**config.mk**
```make
export PLATFORM = sky130hd
export DESIGN_NAME = serial_flash_loader_command_engine_flat
export DESIGN_NICKNAME = d
export VERILOG_FILES = /design/src/sfl_pkg.sv /design/src/sfl_if.sv /design/src/sfl_ctrl.sv /design/src/sfl_dp.sv /design/src/serial_flash_loader_command_engine.sv /design/src/flat_wrapper.sv
export SDC_FILE = /design/constraint.sdc
export NUM_CORES = 2
export LEC_CHECK = 0
export BUFFER_PORTS_ARGS = -buffer_cell sky130_fd_sc_hd__buf_2
export CAP_MARGIN = 20
export CORE_MARGIN = 2
export CORE_UTILIZATION = 48
export DETAILED_ROUTE_END_ITERATION = 7
export GPL_ROUTABILITY_DRIVEN = 0
export GPL_TIMING_DRIVEN = 0
export PLACE_DENSITY = 0.66
export RECOVER_POWER = 100
export SLEW_MARGIN = 20
export SYNTH_ARGS = -nofsm -noshare
export SYNTH_HDL_FRONTEND = slang
export SYNTH_HIERARCHICAL = 1
export SYNTH_SLANG_ARGS = --single-unit
```
**constraint.sdc**
```tcl
create_clock -name clk -period 5.7 [get_ports clk]
set_input_delay 0.285 -clock clk [delete_from_list [all_inputs] [get_ports clk]]
set_output_delay 0.285 -clock clk [all_outputs]
set_load 0.02 [all_outputs]
```
**src/sfl_pkg.sv**
```systemverilog
`timescale 1ns / 1ps
`default_nettype none
package sfl_pkg;

	localparam int PAGE_BYTES = 128;
	localparam int PAGE_WORDS = (PAGE_BYTES + 3) / 4;
	localparam int BI_W = $clog2(PAGE_BYTES);
	localparam int WI_W = (PAGE_WORDS > 1) ? $clog2(PAGE_WORDS) : 1;

	localparam logic [23:0] TIMEOUT_RESET = 24'hF_FFFF;
	localparam logic [31:0] BOOT_RESET = 32'h0000_7000;
	localparam logic [23:0] COUNT_MAX = 24'hFF_FFFF;

	localparam logic [7:0] CH_ACK = 8'h59;
	localparam logic [7:0] CH_PING = 8'h61;
	localparam logic [7:0] CH_FILL = 8'h62;
	localparam logic [7:0] CH_PROG = 8'h63;
	localparam logic [7:0] CH_ERASE = 8'h64;
	localparam logic [7:0] CH_START = 8'h78;

	localparam logic [1:0] CFG_TIMEOUT = 2'd0;
	localparam logic [1:0] CFG_BOOT = 2'd1;

	typedef enum logic [2:0] {
		OP_SEND = 3'd0,
		OP_FILL = 3'd1,
		OP_WRITE = 3'd2,
		OP_ERASE = 3'd3,
		OP_START = 3'd4
	} op_t;

	typedef enum logic [3:0] {
		ST_WAIT,
		ST_CMD,
		ST_DATA,
		ST_ADDR,
		ST_ERASE_ACK,
		ST_FILL_RD,
		ST_FILL,
		ST_PWRITE,
		ST_PACK,
		ST_DONE
	} state_t;

	typedef enum logic [2:0] {
		EM_ACK,
		EM_START,
		EM_ERASE,
		EM_FILL,
		EM_WRITE
	} emit_t;

	typedef struct packed {
		logic  cnt_inc;
		logic  byte_store;
		logic  byte_clr;
		logic  addr_clr;
		logic  addr_store;
		logic  widx_clr;
		logic  widx_adv;
		logic  emit;
		emit_t emit_kind;
		logic  emit_last;
	} cmd_t;

	typedef struct packed {
		logic slot_free;
		logic wait_timeout;
		logic byte_last;
		logic addr_last;
		logic word_last;
	} status_t;

endpackage
`default_nettype wire

```
**src/sfl_if.sv**
```systemverilog
`timescale 1ns / 1ps
`default_nettype none
interface sfl_req_if;
	logic       valid;
	logic       ready;
	logic       mode;
	logic [7:0] rx_byte;

	modport source (output valid, output mode, output rx_byte, input ready);
	modport sink (input valid, input mode, input rx_byte, output ready);
endinterface

interface sfl_rsp_if;
	logic        valid;
	logic        ready;
	logic [2:0]  op;
	logic [7:0]  tx_byte;
	logic [31:0] address;
	logic [31:0] fill_data;
	logic        last;

	modport source (output valid, output op, output tx_byte, output address,
		output fill_data, output last, input ready);
	modport sink (input valid, input op, input tx_byte, input address,
		input fill_data, input last, output ready);
endinterface

interface sfl_cfg_if;
	logic        valid;
	logic        ready;
	logic [1:0]  index;
	logic [31:0] data;

	modport source (output valid, output index, output data, input ready);
	modport sink (input valid, input index, input data, output ready);
endinterface
`default_nettype wire

```
**src/sfl_ctrl.sv**
```systemverilog
`timescale 1ns / 1ps
`default_nettype none
module sfl_ctrl
	import sfl_pkg::*;
(
	input  wire logic clk,
	input  wire logic arst_n,
	sfl_req_if.sink   req,
	input  status_t   status,
	output cmd_t      cmd
);

	state_t state_q;
	state_t state_d;
	logic   take;

	always_ff @(posedge clk or negedge arst_n) begin
		if (!arst_n) begin
			state_q <= ST_WAIT;
		end else begin
			state_q <= state_d;
		end
	end

	always_comb begin
		state_d = state_q;
		cmd = '0;
		cmd.emit_kind = EM_ACK;
		req.ready = 1'b0;
		case (state_q)
			ST_WAIT: begin
				req.ready = status.slot_free;
				if (take) begin
					if (req.mode) begin
						if (status.wait_timeout) begin
							cmd.emit = 1'b1;
							cmd.emit_kind = EM_START;
							cmd.emit_last = 1'b1;
							state_d = ST_DONE;
						end else begin
							cmd.cnt_inc = 1'b1;
						end
					end else if (req.rx_byte == CH_PING) begin
						cmd.emit = 1'b1;
						cmd.emit_last = 1'b1;
						state_d = ST_CMD;
					end else begin
						cmd.emit = 1'b1;
						cmd.emit_kind = EM_START;
						cmd.emit_last = 1'b1;
						state_d = ST_DONE;
					end
				end
			end
			ST_CMD: begin
				req.ready = status.slot_free;
				if (take && !req.mode) begin
					case (req.rx_byte)
						CH_PING: begin
							cmd.emit = 1'b1;
							cmd.emit_last = 1'b1;
						end
						CH_FILL: begin
							cmd.emit = 1'b1;
							cmd.emit_last = 1'b1;
							cmd.byte_clr = 1'b1;
							state_d = ST_DATA;
						end
						CH_PROG: begin
							cmd.emit = 1'b1;
							cmd.emit_last = 1'b1;
							cmd.addr_clr = 1'b1;
							state_d = ST_ADDR;
						end
						CH_ERASE: begin
							cmd.emit = 1'b1;
							cmd.emit_kind = EM_ERASE;
							state_d = ST_ERASE_ACK;
						end
						CH_START: begin
							cmd.emit = 1'b1;
							cmd.emit_kind = EM_START;
							cmd.emit_last = 1'b1;
							state_d = ST_DONE;
						end
						default: begin
						end
					endcase
				end
			end
			ST_DATA: begin
				req.ready = 1'b1;
				if (take && !req.mode) begin
					cmd.byte_store = 1'b1;
					if (status.byte_last) begin
						state_d = ST_CMD;
					end
				end
			end
			ST_ADDR: begin
				req.ready = 1'b1;
				if (take && !req.mode) begin
					cmd.addr_store = 1'b1;
					if (status.addr_last) begin
						cmd.widx_clr = 1'b1;
						state_d = ST_FILL_RD;
					end
				end
			end
			ST_ERASE_ACK: begin
				if (status.slot_free) begin
					cmd.emit = 1'b1;
					cmd.emit_last = 1'b1;
					state_d = ST_CMD;
				end
			end
			// first page word is being read
			ST_FILL_RD: begin
				state_d = ST_FILL;
			end
			ST_FILL: begin
				if (status.slot_free) begin
					cmd.emit = 1'b1;
					cmd.emit_kind = EM_FILL;
					if (status.word_last) begin
						state_d = ST_PWRITE;
					end else begin
						cmd.widx_adv = 1'b1;
					end
				end
			end
			ST_PWRITE: begin
				if (status.slot_free) begin
					cmd.emit = 1'b1;
					cmd.emit_kind = EM_WRITE;
					state_d = ST_PACK;
				end
			end
			ST_PACK: begin
				if (status.slot_free) begin
					cmd.emit = 1'b1;
					cmd.emit_last = 1'b1;
					state_d = ST_CMD;
				end
			end
			ST_DONE: begin
				// drop everything
				req.ready = 1'b1;
			end
			default: begin
				state_d = ST_WAIT;
			end
		endcase
	end

	assign take = req.valid && req.ready;

`ifndef NO_ASSERTIONS
	a_emit_slot: assert property (@(posedge clk) disable iff (!arst_n)
		cmd.emit |-> status.slot_free)
		else $error("result issued while output register is occupied");

	a_done_sticky: assert property (@(posedge clk) disable iff (!arst_n)
		state_q == ST_DONE |=> state_q == ST_DONE)
		else $error("left finished state");

	a_addr_to_fill: assert property (@(posedge clk) disable iff (!arst_n)
		(state_q == ST_ADDR && take && !req.mode && status.addr_last)
		|=> state_q == ST_FILL_RD)
		else $error("page program did not start after address");

	a_no_take_in_burst: assert property (@(posedge clk) disable iff (!arst_n)
		(state_q == ST_FILL || state_q == ST_PWRITE || state_q == ST_PACK)
		|-> !req.ready)
		else $error("input accepted during page program burst");
`endif

endmodule
`default_nettype wire

```
**src/sfl_dp.sv**
```systemverilog
`timescale 1ns / 1ps
`default_nettype none
module sfl_dp
	import sfl_pkg::*;
(
	input  wire logic       clk,
	input  wire logic       arst_n,
	input  wire logic [7:0] rx_byte,
	input  cmd_t            cmd,
	output status_t         status,
	sfl_rsp_if.source       rsp,
	sfl_cfg_if.sink         cfg
);

	logic [23:0]     limit_q;
	logic [31:0]     boot_q;
	logic [23:0]     wait_q;
	logic [BI_W-1:0] byte_idx_q;
	logic [31:0]     page_addr_q;
	logic [1:0]      addr_seen_q;
	logic [WI_W-1:0] widx_q;
	logic [WI_W-1:0] rd_idx;
	logic [WI_W-1:0] wr_idx;
	logic [31:0]     mem_q [PAGE_WORDS];
	logic [31:0]     rdata_q;
	logic [31:0]     lane_mask;
	logic [31:0]     word_base;

	logic            out_valid_q;
	op_t             op_q;
	logic [7:0]      tx_q;
	logic [31:0]     addr_out_q;
	logic [31:0]     data_q;
	logic            last_q;

	assign cfg.ready = 1'b1;

	always_ff @(posedge clk or negedge arst_n) begin
		if (!arst_n) begin
			limit_q <= TIMEOUT_RESET;
			boot_q <= BOOT_RESET;
		end else if (cfg.valid) begin
			if (cfg.index == CFG_TIMEOUT) begin
				limit_q <= cfg.data[23:0];
			end else if (cfg.index == CFG_BOOT) begin
				boot_q <= cfg.data;
			end
		end
	end

	always_ff @(posedge clk or negedge arst_n) begin
		if (!arst_n) begin
			wait_q <= '0;
			byte_idx_q <= '0;
			page_addr_q <= '0;
			addr_seen_q <= '0;
			widx_q <= '0;
		end else begin
			// saturate at the top of the range
			if (cmd.cnt_inc && wait_q != COUNT_MAX) begin
				wait_q <= wait_q + 24'd1;
			end
			if (cmd.byte_clr || (cmd.byte_store && status.byte_last)) begin
				byte_idx_q <= '0;
			end else if (cmd.byte_store) begin
				byte_idx_q <= byte_idx_q + 1'b1;
			end
			if (cmd.addr_clr) begin
				page_addr_q <= '0;
				addr_seen_q <= '0;
			end else if (cmd.addr_store) begin
				page_addr_q <= page_addr_q | (32'(rx_byte) << {addr_seen_q, 3'b000});
				addr_seen_q <= addr_seen_q + 2'd1;
			end
			if (cmd.widx_clr) begin
				widx_q <= '0;
			end else if (cmd.widx_adv) begin
				widx_q <= widx_q + 1'b1;
			end
		end
	end

	assign wr_idx = WI_W'(byte_idx_q >> 2);
	assign rd_idx = cmd.widx_adv ? widx_q + 1'b1 : widx_q;

	always_ff @(posedge clk) begin
		if (cmd.byte_store) begin
			mem_q[wr_idx][{byte_idx_q[1:0], 3'b000} +: 8] <= rx_byte;
		end
		rdata_q <= mem_q[rd_idx];
	end

	assign word_base = 32'(widx_q) << 2;

	// zero the byte lanes past the end of the page
	always_comb begin
		for (int j = 0; j < 4; j++) begin
			lane_mask[j*8 +: 8] = (word_base + 32'(j) < 32'(PAGE_BYTES)) ? 8'hFF : 8'h00;
		end
	end

	assign status.slot_free = !out_valid_q || rsp.ready;
	assign status.wait_timeout = wait_q > limit_q;
	assign status.byte_last = byte_idx_q == BI_W'(PAGE_BYTES - 1);
	assign status.addr_last = addr_seen_q == 2'd3;
	assign status.word_last = widx_q == WI_W'(PAGE_WORDS - 1);

	always_ff @(posedge clk or negedge arst_n) begin
		if (!arst_n) begin
			out_valid_q <= 1'b0;
		end else if (cmd.emit) begin
			out_valid_q <= 1'b1;
		end else if (rsp.ready) begin
			out_valid_q <= 1'b0;
		end
	end

	always_ff @(posedge clk) begin
		if (cmd.emit) begin
			last_q <= cmd.emit_last;
			tx_q <= 8'h00;
			addr_out_q <= '0;
			data_q <= '0;
			case (cmd.emit_kind)
				EM_ACK: begin
					op_q <= OP_SEND;
					tx_q <= CH_ACK;
				end
				EM_START: begin
					op_q <= OP_START;
				end
				EM_ERASE: begin
					op_q <= OP_ERASE;
					addr_out_q <= boot_q;
				end
				EM_FILL: begin
					op_q <= OP_FILL;
					addr_out_q <= page_addr_q + word_base;
					data_q <= rdata_q & lane_mask;
				end
				EM_WRITE: begin
					op_q <= OP_WRITE;
					addr_out_q <= page_addr_q;
				end
				default: begin
					op_q <= OP_START;
				end
			endcase
		end
	end

	assign rsp.valid = out_valid_q;
	assign rsp.op = op_q;
	assign rsp.tx_byte = tx_q;
	assign rsp.address = addr_out_q;
	assign rsp.fill_data = data_q;
	assign rsp.last = last_q;

`ifndef NO_ASSERTIONS
	a_hold_on_stall: assert property (@(posedge clk) disable iff (!arst_n)
		(out_valid_q && !rsp.ready) |=> out_valid_q)
		else $error("pending result lost while stalled");

	a_seen_wraps: assert property (@(posedge clk) disable iff (!arst_n)
		(cmd.addr_store && addr_seen_q == 2'd3) |=> addr_seen_q == 2'd0)
		else $error("address byte count did not wrap");

	a_fill_in_page: assert property (@(posedge clk) disable iff (!arst_n)
		cmd.widx_adv |-> widx_q != WI_W'(PAGE_WORDS - 1))
		else $error("word index advanced past the page");
`endif

endmodule
`default_nettype wire

```
**src/serial_flash_loader_command_engine.sv**
```systemverilog
`timescale 1ns / 1ps
`default_nettype none
// Command engine of a serial flash loader.
// req carries one item per transaction: mode 0 is a received byte (rx_byte),
// mode 1 is an idle tick. rsp carries the resulting operations (send byte,
// page fill, page write, erase range, start application); last marks the
// final result of one input item. cfg writes timeout_limit (index 0) and
// boot_start (index 1); it is always ready. A byte or tick that causes no
// result, or one result, is handled in the cycle it is accepted. An erase
// command issues the erase range and then, once the output register is free,
// an ack. The final address byte of a program command reads the page store
// one word per cycle while rsp.ready is high: a first read, PAGE_BYTES/4
// fills, a page write and an ack.
// The output register holds one result; req.ready drops while that register
// is full and rsp.ready is low in states that would issue a result, and the
// page program burst simply waits on rsp.ready.
// Reset clears state to waiting for the first byte and restores the register
// defaults. The page store is not cleared; reading bytes never loaded
// returns whatever it holds.
module serial_flash_loader_command_engine
	import sfl_pkg::*;
(
	input  wire logic clk,
	input  wire logic arst_n,
	sfl_req_if.sink   req,
	sfl_rsp_if.source rsp,
	sfl_cfg_if.sink   cfg
);

	cmd_t    cmd;
	status_t status;

	sfl_ctrl u_ctrl (
		.clk    (clk),
		.arst_n (arst_n),
		.req    (req),
		.status (status),
		.cmd    (cmd)
	);

	sfl_dp u_dp (
		.clk     (clk),
		.arst_n  (arst_n),
		.rx_byte (req.rx_byte),
		.cmd     (cmd),
		.status  (status),
		.rsp     (rsp),
		.cfg     (cfg)
	);

endmodule
`default_nettype wire
```
**src/flat_wrapper.sv**
```systemverilog
// flat-port wrapper written by rule: the top's interface ports become plain ports
module serial_flash_loader_command_engine_flat import sfl_pkg::*;
  (clk, arst_n, req_valid, req_mode, req_rx_byte, req_ready, rsp_valid, rsp_op, rsp_tx_byte, rsp_address, rsp_fill_data, rsp_last, rsp_ready, cfg_valid, cfg_index, cfg_data, cfg_ready);
  sfl_req_if req_i ();
  sfl_rsp_if rsp_i ();
  sfl_cfg_if cfg_i ();
  input  wire logic clk;
  input  wire logic arst_n;
  input wire logic [$bits(req_i.valid)-1:0] req_valid;
  input wire logic [$bits(req_i.mode)-1:0] req_mode;
  input wire logic [$bits(req_i.rx_byte)-1:0] req_rx_byte;
  output wire logic [$bits(req_i.ready)-1:0] req_ready;
  output wire logic [$bits(rsp_i.valid)-1:0] rsp_valid;
  output wire logic [$bits(rsp_i.op)-1:0] rsp_op;
  output wire logic [$bits(rsp_i.tx_byte)-1:0] rsp_tx_byte;
  output wire logic [$bits(rsp_i.address)-1:0] rsp_address;
  output wire logic [$bits(rsp_i.fill_data)-1:0] rsp_fill_data;
  output wire logic [$bits(rsp_i.last)-1:0] rsp_last;
  input wire logic [$bits(rsp_i.ready)-1:0] rsp_ready;
  input wire logic [$bits(cfg_i.valid)-1:0] cfg_valid;
  input wire logic [$bits(cfg_i.index)-1:0] cfg_index;
  input wire logic [$bits(cfg_i.data)-1:0] cfg_data;
  output wire logic [$bits(cfg_i.ready)-1:0] cfg_ready;
  assign req_i.valid = req_valid;
  assign req_i.mode = req_mode;
  assign req_i.rx_byte = req_rx_byte;
  assign req_ready = req_i.ready;
  assign rsp_valid = rsp_i.valid;
  assign rsp_op = rsp_i.op;
  assign rsp_tx_byte = rsp_i.tx_byte;
  assign rsp_address = rsp_i.address;
  assign rsp_fill_data = rsp_i.fill_data;
  assign rsp_last = rsp_i.last;
  assign rsp_i.ready = rsp_ready;
  assign cfg_i.valid = cfg_valid;
  assign cfg_i.index = cfg_index;
  assign cfg_i.data = cfg_data;
  assign cfg_ready = cfg_i.ready;
  serial_flash_loader_command_engine u_core (.clk(clk), .arst_n(arst_n), .req(req_i), .rsp(rsp_i), .cfg(cfg_i));
endmodule
```
==> results.md <==
* Status: finished, violations left
* Failing checks: capacitance limit, slew limit
* Area growth syn-to-layout at 13.3%
* Setup Viol. Count Final at 0
* Die area at 107,000 µm²
* Post-synthesis compound-gate area fraction at 4.34%
* Synth async-reset ratio at 10.4%
* Crit path buf inv count at 5
* Peak supply drop at 259 µV
* Kind of critical path: reg2reg
* Worst Tran Pin Value at 2.44 ns
* Worst Hold Launch: req_rx_byte[2]
* Critical R2R Launch: u_core/u_ctrl/state_q[2]
* Fin crit share at 93.0%
* CTS tree: yes
* Post-synthesis simple-gate area fraction at 11.9%
* Clock slew seen by the registers of the worst setup and hold paths at 0.06 ns
* Seq/Total Area, Yosys at 73.1%
* Fin worst setup slack at 0.396 ns
* Yosys cell types at 76
* Final max-slew violation count at 1,150
* EDFF count, synth at 1,093
* Worst reg2reg endpoint: u_core/u_dp/rdata_q[5]
* DR vias at 31.3k
* Synth Area in XOR/XNOR at 0.905%
* Max-slew headroom at -62.4%
* First-pass GRT wire length at 199,000 µm
* Clk buf depth at 3
* Placed Cells at 4,939
* Mapped Area at 50,300 µm²
* Layout net count at 3,807
* Max Cap Viol at 34
* Cell count after synthesis at 3,428
* Clock latency on the worst-skew pair at 0.73 ns
* Endpoints failing hold at 0
* Crit path launch type: flop
* Setup WS pre-CTS at 0.709 ns
* CTS H-tree depth at 3
* Critical path data arrival time at 5.86 ns
* DRT Wirelength at 139,000 µm
* Die Wd at 328 µm
* Chip Height at 328 µm
* Worst hold endpoint: u_core/u_dp/page_addr_q[2]
* Largest net degree at the start of global routing at 86
* Initial DRC Count at 3,894
* Adder-cell share of the synthesized area at 1.01%
* Post-synthesis mux area share at 6.79%
* Core Box Area at 104,000 µm²
* Synth Warn # at 6
* Critical Path RT at 6.25 ns
* Dominant cell type by area after synthesis: edfxtp_1
* Synth top area share at 65.2%
* Post-DR vias/cell at 6.01
* Flops & latches, synth at 1,256
* Final Core Density at 55.0%
* Critical path's top delay family: buffers and inverters
* HPWL Detailed at 93,500 µm
* Largest family of logic cells by synthesized area: simple AND/OR/NAND/NOR gates
* Total global routing overflow at 0
* Pwr per Cell Area at 466 nW/µm²
* Top post-synthesis cells by count: edfxtp_1 (1,093), nand2_1 (615), nor2_1 (225), nand3_1 (206), clkbuf_1 (143)
* Crit path cell chain: clkbuf_1 -> clkbuf_1 -> nor2b_1 -> nand4b_1 -> nor2_1 -> nand2_1 -> o21ai_0 -> clkbuf_2 -> clkbuf_2 -> clkbuf_1 -> mux4_2 -> a22oi_1 -> nand4_1
* # IOs at 127
* CTS buffer count at 121
* Most common cell in the netlist: edfxtp_1
* First-pass iteration count of the detailed router at 6
* Finished Layout Cells at 5,210
* Mean post-synth cell area at 14.7 µm²
* Clk sink count at 1,256
* Worst hold path type: in2reg
* Vias in the first global route at 29.9k
* Port Buffers at 121
* Initial Util at 48.5%
* DRC violations left at 0
* Prevailing post-synth register cell: edfxtp_1
* Critical path's slowest cell: clkbuf_1
* Synth top area cells: edfxtp_1 (65%), mux4_2 (5.8%), dfrtp_1 (5.4%), nand2_1 (4.6%), nand3_1 (2.0%)
* Clock period minus worst slack at 5.30 ns
* GRT Overall Usage at 25.6%
* P_leak at 19.5 nW
* R2R setup slack at 0.40 ns
* Worst Skew at 0.0502 ns
* CP Launch Point: u_core/u_ctrl/state_q[2]
* Setup crit end kind: flop
* WHS Path Cells at 3
* Clock root buffer: clkbuf_16
* Critical path's largest stage delay at 0.79 ns
* CP dominant cell by count: clkbuf_1
* RSZ-0062 raised after global routing: no
* Max FO, Critical Path at 10
* # rows at 118
* Final ANT Viol Nets at 0
* Initial antenna violation count at 4
* Max Clock Freq at 0.189 GHz
* Layout cells sized above 1 at 11.8%
* Worst r2r path cells at 13
* Setup TNS at 0 ns
* Routed wire per std cell at 26.7 µm
* Layout fillers at 8,210
final cells by class:
| cell class | instances | area, µm² | area share, % |
|---|---|---|---|
| Sequential cell | 1256 | 36800 | 64.5 |
| Multi-Input combinational cell | 1933 | 12600 | 22.0 |
| Clock buffer | 147 | 3250 | 5.69 |
| Tap cell | 1380 | 1730 | 3.03 |
| Timing Repair Buffer | 165 | 926 | 1.62 |
| Buffer | 200 | 857 | 1.50 |
| Clock inverter | 82 | 774 | 1.36 |
| Inverter | 42 | 158 | 0.276 |
| Antenna cell | 5 | 12.5 | 0.0219 |
power by group:
part           internal [mW]  total, mW  leakage (nW)  switching, mW
Clock                   4.60       8.04          1.97           3.44
Combinational           2.04       6.98          5.45           4.95
Sequential              11.2       11.5          12.0          0.312
Total                   17.9       26.6          19.5           8.70
placed cells by master, fill, tap and decap left out, types with 33 or more instances in the layout:
cell,n
clkbuf_1,257
mux4_2,130
a22oi_1,76
a21oi_1,64
nand3_1,206
dlygate4sd3_1,33
edfxtp_1,1093
nor2_1,221
and2_0,35
clkbuf_16,122
nand2_1,615
buf_2,56
and3_1,41
inv_1,41
ha_1,39
xnor2_1,35
nand4_1,114
a31oi_1,63
dfrtp_1,108
o21ai_0,55
how the worst max path moves through the flow:
stage	cells past startpoint	end	slack, ns
2_1_floorplan	12	u_core/u_dp/rsp.address[0]	0.05
3_3_place_gp	11	u_core/u_dp/rsp.fill_data[12]	-3.03
3_5_place_dp	13	u_core/u_dp/rdata_q[2]	0.71
4_1_cts	13	u_core/u_dp/rdata_q[2]	0.69
5_1_grt	13	u_core/u_dp/rdata_q[3]	0.20
6_report	13	u_core/u_dp/rdata_q[5]	0.40
layer usage:
| layer | GRT usage (%) | vias up | wire (µm) | share of wire (%) |
|---|---|---|---|---|
| li1 | - | 13500 | - | - |
| met1 | 35.9 | 15700 | 54800 | 39 |
| met2 | 39.4 | 1794 | 63000 | 45 |
| met3 | 5.51 | 317 | 15000 | 11 |
| met4 | 10.1 | 4 | 6090 | 4.4 |
| met5 | 0 | - | 25 | 0.018 |
cell families (layout without fill, tap and decap cells):
kind of cell,Yosys count,after routing
fa+ha+maj,40,40
buf+inv,242,636
xor+xnor,52,52
other cells,2,10
mux,174,174
simple gates,1324,1324
flops,1256,1256
compound gates,338,338
per-stage QoR:
| step | total power, mW | hold WS (ns) | cell area, µm² |
|---|---|---|---|
| after floorplan | 15.9 | -0.0106 | 50300 |
| after detailed placement | 18.7 | 0.212 | 52900 |
| final | 26.6 | 0.0950 | 57000 |
| after global placement | 18.5 | 0.483 | 52700 |
| after global routing | 27.5 | 0.0753 | 57000 |
| after CTS | 26.7 | 0.0356 | 57200 |
state kept, by name, summed over array words and instances (netlist names):
register,count
u_core/u_dp/page_addr_q,32
u_core/u_dp/addr_seen_q,2
u_core/u_dp/rsp.last,1
u_core/u_dp/widx_q,5
u_core/u_dp/byte_idx_q,7
u_core/u_dp/rsp.op,3
u_core/u_ctrl/state_q,4
u_core/u_dp/mem_q,1024
u_core/u_dp/boot_q,32
u_core/u_dp/rsp.valid,1
u_core/u_dp/rsp.tx_byte,1
u_core/u_dp/wait_q,24
u_core/u_dp/rsp.fill_data,32
u_core/u_dp/rdata_q,32
u_core/u_dp/limit_q,24
u_core/u_dp/rsp.address,32
worst min-delay path, delay by kind of cell:
family / cells / cell delay, ns
AND/OR/NAND/NOR: 1 / 0.05
buffers and inverters: 1 / 0.25
AO/OA/AOI/OAI: 1 / 0.18
what timing repair did:
action	in CTS	in global routing
endpoints found under the hold margin	176	0
hold buffers	33	0
resized for setup	0	0
buffers inserted	0	0
Power figures use the tool's default switching activity.
